File: config.mk
export PLATFORM = sky130hd
export DESIGN_NAME = pklp_ctrl
export DESIGN_NICKNAME = d
export VERILOG_FILES = /design/src/pklp_pkg.sv /design/src/pklp_ctrl.sv
export SDC_FILE = /design/constraint.sdc
export NUM_CORES = 1
export LEC_CHECK = 0
export ABC_AREA = 1
export BUFFER_PORTS_ARGS = -buffer_cell sky130_fd_sc_hd__buf_2
export CAP_MARGIN = 15
export CORE_AREA = 5 5 42 44
export CTS_BUF_LIST = sky130_fd_sc_hd__clkbuf_4 sky130_fd_sc_hd__clkbuf_8
export CTS_CLUSTER_SIZE = 10
export DETAILED_ROUTE_END_ITERATION = 10
export DIE_AREA = 0 0 47 49
export MAX_ROUTING_LAYER = met4
export PLACE_DENSITY_LB_ADDON = 0.15
export SLEW_MARGIN = 15
export SYNTH_ARGS = -nofsm -noshare
export SYNTH_HDL_FRONTEND = slang
export SYNTH_SLANG_ARGS = --single-unit
File: constraint.sdc
create_clock -name clk -period 1.2 [get_ports clk]
set_clock_uncertainty 0.05 [all_clocks]
set_input_delay 0.12 -clock clk [delete_from_list [all_inputs] [get_ports clk]]
set_output_delay 0.12 -clock clk [all_outputs]
set_load 0.03 [all_outputs]
File: src/pklp_pkg.sv
// shared types, constants and command/status structs for the port-keyed probe table
package pklp_pkg;

    // table geometry; the slot count is a power of two so the home slot is the low port bits
    localparam int TABLE_SIZE  = 1024;
    localparam int PROBE_LIMIT = 16;
    localparam int SLOT_W      = $clog2(TABLE_SIZE);
    localparam int PROBE_W     = $clog2(PROBE_LIMIT + 1);

    // field widths
    localparam int PORT_W = 16;
    localparam int PID_W  = 32;
    localparam int APP_W  = 9;
    localparam int STAT_W = 2;
    localparam int OP_W   = 2;

    // application index meaning none
    localparam logic [APP_W-1:0] APP_NONE = {APP_W{1'b1}};

    // request codes
    typedef enum logic [OP_W-1:0] {
        REQ_SET   = 2'd0,
        REQ_GET   = 2'd1,
        REQ_CLEAR = 2'd2
    } req_type_t;

    // result codes
    typedef enum logic [STAT_W-1:0] {
        RES_OK   = 2'd0,
        RES_MISS = 2'd1,
        RES_FULL = 2'd2
    } res_status_t;

    // one table slot as held in memory
    typedef struct packed {
        logic              valid;
        logic [PORT_W-1:0] port;
        logic [PID_W-1:0]  pid;
        logic [APP_W-1:0]  app;
    } entry_t;

    localparam int ENTRY_W = $bits(entry_t);

    // controller states
    typedef enum logic [2:0] {
        S_SWEEP,
        S_IDLE,
        S_ISSUE,
        S_PROBE,
        S_DONE
    } state_t;

    // commands from controller to datapath
    typedef struct packed {
        logic        req_load;
        logic        sweep_step;
        logic        probe_step;
        logic        wr_set;
        logic        wr_kill;
        logic        res_load;
        res_status_t res_status;
        logic        res_hit;
        logic        out_load;
    } dp_cmd_t;

    // status from datapath to controller
    typedef struct packed {
        logic            sweep_last;
        logic            probe_last;
        logic [OP_W-1:0] op;
        logic            slot_valid;
        logic            slot_match;
    } dp_stat_t;

endpackage

File: src/pklp_ctrl.sv
// controller: clearing sweep, request sequencing and result handshake
module pklp_ctrl (
    input  logic               clk,
    input  logic               rst_n,
    input  logic               req_valid,
    output logic               req_ready,
    output logic               rsp_valid,
    input  logic               rsp_ready,
    input  pklp_pkg::dp_stat_t stat,
    output pklp_pkg::dp_cmd_t  cmd
);

    pklp_pkg::state_t state_reg;
    pklp_pkg::state_t state_next;
    logic             out_valid_reg;
    logic             out_valid_next;

    // state and output-valid registers
    always_ff @(posedge clk or negedge rst_n)
    begin
        if (!rst_n)
        begin
            state_reg     <= pklp_pkg::S_SWEEP;
            out_valid_reg <= 1'b0;
        end
        else
        begin
            state_reg     <= state_next;
            out_valid_reg <= out_valid_next;
        end
    end

    // next state and commands
    always_comb
    begin
        state_next     = state_reg;
        cmd            = '0;
        cmd.res_status = pklp_pkg::RES_MISS;
        req_ready      = 1'b0;
        out_valid_next = out_valid_reg & ~rsp_ready;

        case (state_reg)
            pklp_pkg::S_SWEEP:
            begin
                cmd.sweep_step = 1'b1;
                if (stat.sweep_last)
                begin
                    state_next = pklp_pkg::S_IDLE;
                end
            end

            pklp_pkg::S_IDLE:
            begin
                req_ready = 1'b1;
                if (req_valid)
                begin
                    cmd.req_load = 1'b1;
                    state_next   = pklp_pkg::S_ISSUE;
                end
            end

            pklp_pkg::S_ISSUE:
            begin
                state_next = pklp_pkg::S_PROBE;
            end

            pklp_pkg::S_PROBE:
            begin
                case (stat.op)
                    pklp_pkg::REQ_SET:
                    begin
                        if (!stat.slot_valid || stat.slot_match)
                        begin
                            cmd.wr_set     = 1'b1;
                            cmd.res_load   = 1'b1;
                            cmd.res_status = pklp_pkg::RES_OK;
                            state_next     = pklp_pkg::S_DONE;
                        end
                        else if (stat.probe_last)
                        begin
                            cmd.res_load   = 1'b1;
                            cmd.res_status = pklp_pkg::RES_FULL;
                            state_next     = pklp_pkg::S_DONE;
                        end
                        else
                        begin
                            cmd.probe_step = 1'b1;
                        end
                    end

                    pklp_pkg::REQ_GET:
                    begin
                        if (stat.slot_valid && stat.slot_match)
                        begin
                            cmd.res_load   = 1'b1;
                            cmd.res_status = pklp_pkg::RES_OK;
                            cmd.res_hit    = 1'b1;
                            state_next     = pklp_pkg::S_DONE;
                        end
                        else if (!stat.slot_valid || stat.probe_last)
                        begin
                            cmd.res_load = 1'b1;
                            state_next   = pklp_pkg::S_DONE;
                        end
                        else
                        begin
                            cmd.probe_step = 1'b1;
                        end
                    end

                    pklp_pkg::REQ_CLEAR:
                    begin
                        // empty slots do not end the search
                        if (stat.slot_valid && stat.slot_match)
                        begin
                            cmd.wr_kill    = 1'b1;
                            cmd.res_load   = 1'b1;
                            cmd.res_status = pklp_pkg::RES_OK;
                            state_next     = pklp_pkg::S_DONE;
                        end
                        else if (stat.probe_last)
                        begin
                            cmd.res_load = 1'b1;
                            state_next   = pklp_pkg::S_DONE;
                        end
                        else
                        begin
                            cmd.probe_step = 1'b1;
                        end
                    end

                    default:
                    begin
                        // unused request code: no change, miss result
                        cmd.res_load = 1'b1;
                        state_next   = pklp_pkg::S_DONE;
                    end
                endcase
            end

            pklp_pkg::S_DONE:
            begin
                // hand the result over once the output register is free
                if (!out_valid_reg || rsp_ready)
                begin
                    cmd.out_load   = 1'b1;
                    out_valid_next = 1'b1;
                    state_next     = pklp_pkg::S_IDLE;
                end
            end

            default:
            begin
                state_next = pklp_pkg::S_IDLE;
            end
        endcase
    end

    assign rsp_valid = out_valid_reg;

endmodule

Word-level counts from Yosys, hierarchy flattened
Index checks and enable logic that the tools add are counted.

word-level totals
  word-level logic and storage cells = 63
  memories kept = 0
  bits in writable memories = 0
  input bits = 10
  register bits = 4
  bits in latches = 0
  bits in read-only memories = 0

operators by class
  multipliers = 0
  bitwise logic cells = 2
  reductions and logical operators = 9
  div/mod/pow operators = 0
  multiplexer cells = 40
  add/subtract/negate cells = 0
  equality and inequality tests = 10
  order comparisons = 0
  shift operators = 0

operator list
  kind                count
  $mux 3              10
  $mux 1              23
  $pmux 3 s5          1
  $pmux 3 s3          1
  $mux 7              1
  $eq 3x2->1 const B  2
  $ne 2x2->1 const B  3
  $pmux 1 s3          2
  $pmux 2 s3          1
  $ne 4x4->1 const B  1
  $reduce_and 4->1    1
  $eq 3x1->1 const B  1
  $eq 3x3->1 const B  1
  $logic_not 3->1     1
  $logic_or 1x1->1    3
  $eq 2x1->1 const B  1
  $eq 2x2->1 const B  1
  $logic_not 1->1     2
  $logic_not 2->1     1
  $mux 2              1
  $and 1x1->1         1
  $logic_and 1x1->1   1
  $not 1->1           1

Depth between registers and ports, before layout
  word-level depth = 6
  mapped depth = 9
  depth with buffers taken out = 9

Least setup slack after synthesis
OpenSTA, ideal clock, no wires.

  path kind = reg-to-output
  from = register state_reg[0]
  to = output port cmd[7] in the netlist's numbering
  path buffers = 0
  setup slack = -0.365 ns
  arrival = 1.395 ns
  cell stages (with the launch flop) = 6
  data required time = 1.030 ns
  cells stage by stage = dfrtp_1 -> nand2_2 -> nor2_2 -> inv_2 -> or2_4 -> a21oi_1

RTL lines
  item                    line             source
  from (decl)             pklp_ctrl.sv:13  pklp_pkg::state_t state_reg;
  from (signal assigned)  pklp_ctrl.sv:23  state_reg <= pklp_pkg::S_SWEEP;
  from (signal assigned)  pklp_ctrl.sv:28  state_reg <= state_next;
  to (decl)               pklp_ctrl.sv:10  output pklp_pkg::dp_cmd_t cmd

==> summary.txt <==
Worst setup path
  – CP Capture Type: output port
  – CP cell instances: nor2_4 -> inv_2 -> or2_4 -> nor3_4 -> buf_6
  – Buf/Inv on CP: 2
  – Critical path's slowest cell: dfrtp_1
  – Worst EP arrival: 1410 ps
  – Family with the most delay on the worst path: simple AND/OR/NAND/NOR gates
  – Critical path startpoint category: flop
  – Kind of critical path: flop to output port
  – Crit-path max FO: 3
  – Critical Path RT: 1030 ps
  – Slowest stage delay, CP: 420 ps

Yosys
  – Number of distinct library cells after synthesis: 18
  – Flops & latches, synth: 4
  – Synth warn: 0
  – Async SR Flop Fraction: 1.00
  – Ys flop type: dfrtp_1
  – Synth area leader: dfrtp_1
  – Count leader, synth: nand2_1
  – Syn_nets: 98
  – Register area share after synthesis: 0.205
  – Synth cell count leaders: nand2_1 (24), inv_1 (16), nor2_1 (11)
  – Largest cells by area after synthesis: dfrtp_1 (21%), nand2_1 (18%), inv_1 (12%), ha_1 (10%), nor2_1 (8.5%)
  – Post-synth EDFFs: 0
  – Cells after synthesis: 84
  – Yosys top cell area share: 0.205
  – Synthesized area: 488 um2
  – Avg Cell Area, Syn: 5.81 um2

Global route
  – Vias in the first global route: 685
  – Largest net degree at the start of global routing: 7
  – Total congestion overflow: 0
  – GR Util All Layers: 0.156
  – First-pass GRT wire length: 2680 um
  – Initial antenna violation count: 0

Final layout
  – Filler cell count: 119
  – Area grow syn2layout: 107%
  – Layout net count: 149
  – Final cell utilization of the core: 0.721
  – Area occupied by multi-input gates: 414 um2
  – Register area: 101 um2
  – Fin area: 0.00101 mm2
  – Ant. Diodes: 0
  – Final std cells w/o fill: 150
  – Max reg flops: 3
  – Share of layout cells above drive strength 1: 0.560

Min path
  – Hold WC Path Type: primary input to async pin

Drt
  – Router iterations before antenna repair: 4
  – Residual DRC: 0
  – DRT iter0 DRCs: 15
  – Drt via density: 4.75
  – DR vias: 713
  – Final wirelength: 1660 um
  – Drt wl/cell: 11.1 um
  – Post-route ant nets: 0

Clocking
  – Clk_lat worst skew: 230 ps
  – H-tree Lvls: 1
  – Clk sinks: 4
  – CTS tree: yes
  – Worst-path clk slew: 40 ps
  – CTS buffer count: 3
  – Clk buf depth: 2
  – Root Buffer: clkbuf_4

Placement
  – Placed insts: 139
  – Dpl hpwl: 1160 um
  – IO buf count: 21
  – Gpl congestion: 0.874
  – Setup WS pre-CTS: -201 ps
  – Placed Area: 774 um2

Timing
  – Hold Vio Cnt, Final: 0
  – Final Max Slew Viols: 0
  – Tmin final: 1580 ps
  – Fmax: 633 MHz
  – RSZ-0062 raised after global routing: yes
  – Final setup viols: 14
  – Max-slew headroom: 0.860
  – Final Cycle Share: 1.32
  – Slew @ Worst Pin: 208 ps
  – Final WS setup: -381 ps
  – Setup TNS: -3720 ps

Pwr
  – Max rail drop VDD: 0.846 mV
  – Leak pwr: 0.558 nW
  – Power Dens Cells: 1950 mW/mm2

Die
  – Die height: 49 um
  – Initial core utilization: 0.348
  – Core Area: 0.00140 mm2
  – # IOs: 22
  – # rows: 14
  – Die area: 0.00230 mm2
  – Die Wd: 47 um

Job
  – Max-cap viol count: 0

Status
  – Outcome: complete, but fails checks
  – Failing checks: setup timing
==> path summary, 6_finish.rpt <==
kind	endpoint	depth (start not counted)	start	slack (ps)
max	cmd[3]	5	state_reg[2]	-380
max reg2reg	state_reg[0]	9	state_reg[1]	-240
max in group asynchronous	state_reg[1]	2	rst_n	800
min	state_reg[2]	2	rst_n	170
min in group clk	state_reg[2]	5	rsp_ready	260
min reg2reg	state_reg[0]	3	state_reg[0]	660
==> final cells by class <==
| cell class | count | share of cell area |
|---|---|---|
| multi-input cells | 63 | 0.410 |
| repair buffers | 46 | 0.372 |
| flip-flops and latches | 4 | 0.100 |
| inverters | 17 | 0.0682 |
| clock buffers | 4 | 0.0297 |
| well taps | 16 | 0.0198 |
==> report_power, final <==
part / total, mW / internal, mW / switching [mW]
clock network: 0.202 / 0.147 / 0.0546
registers: 0.249 / 0.199 / 0.0506
logic: 1.52 / 0.714 / 0.808
==> metrics by stage <==
stage / hold WS, ps / power [mW]
5_1_grt: 192 / 2.11
3_5_place_dp: -122 / 1.27
3_3_place_gp: -127 / 1.26
2_1_floorplan: -226 / 0.875
4_1_cts: 164 / 1.83
6_report: 171 / 1.97
==> worst reg2reg max path, delay by kind of cell (launching register included) <==
kind	cells	cell delay, ps
buf+inv	5	590
simple gates	3	240
compound gates	1	30
flops	1	420
==> placed cells by master, fill, tap and decap left out, drive strengths merged, types with 2 or more instances in the layout <==
cell type / netlist / layout
clkbuf: 0 / 4
nor2: 12 / 12
ha: 4 / 4
nor3: 3 / 3
dfrtp: 4 / 4
nand4: 2 / 2
nand3: 4 / 4
nand2: 25 / 25
o21ai: 5 / 5
inv: 17 / 17
a21oi: 5 / 5
buf: 0 / 45
==> routing by layer <==
layer  vias to the layer above  global-route usage  share of wire
li1                        365                   -              -
met1                       329               0.184           0.43
met2                        17               0.253           0.53
met3                         2              0.0332          0.034
met4                         0              0.0553         0.0084
met5                         -                   -              0
==> kinds of logic (layout without fill, tap and decap cells) <==
family | after synthesis | count (layout) | synth area share
buffers and inverters | 17 | 67 | 0.131
DFF | 4 | 4 | 0.205
and+or+nand+nor | 49 | 49 | 0.451
adders and majority gates | 4 | 4 | 0.103
AOI/OAI and AO/OA | 10 | 10 | 0.110
==> repair_timing <==
item / 4_1_cts / 5_1_grt
pin swaps: 5 / 3
hold buffers: 1 / 0
setup buffers: 4 / 3
endpoints found under the hold margin: 4 / 0
endpoints found under the setup margin: 14 / 14
resized for setup: 37 / 11
No activity file was read; power rests on OpenSTA's default activity.
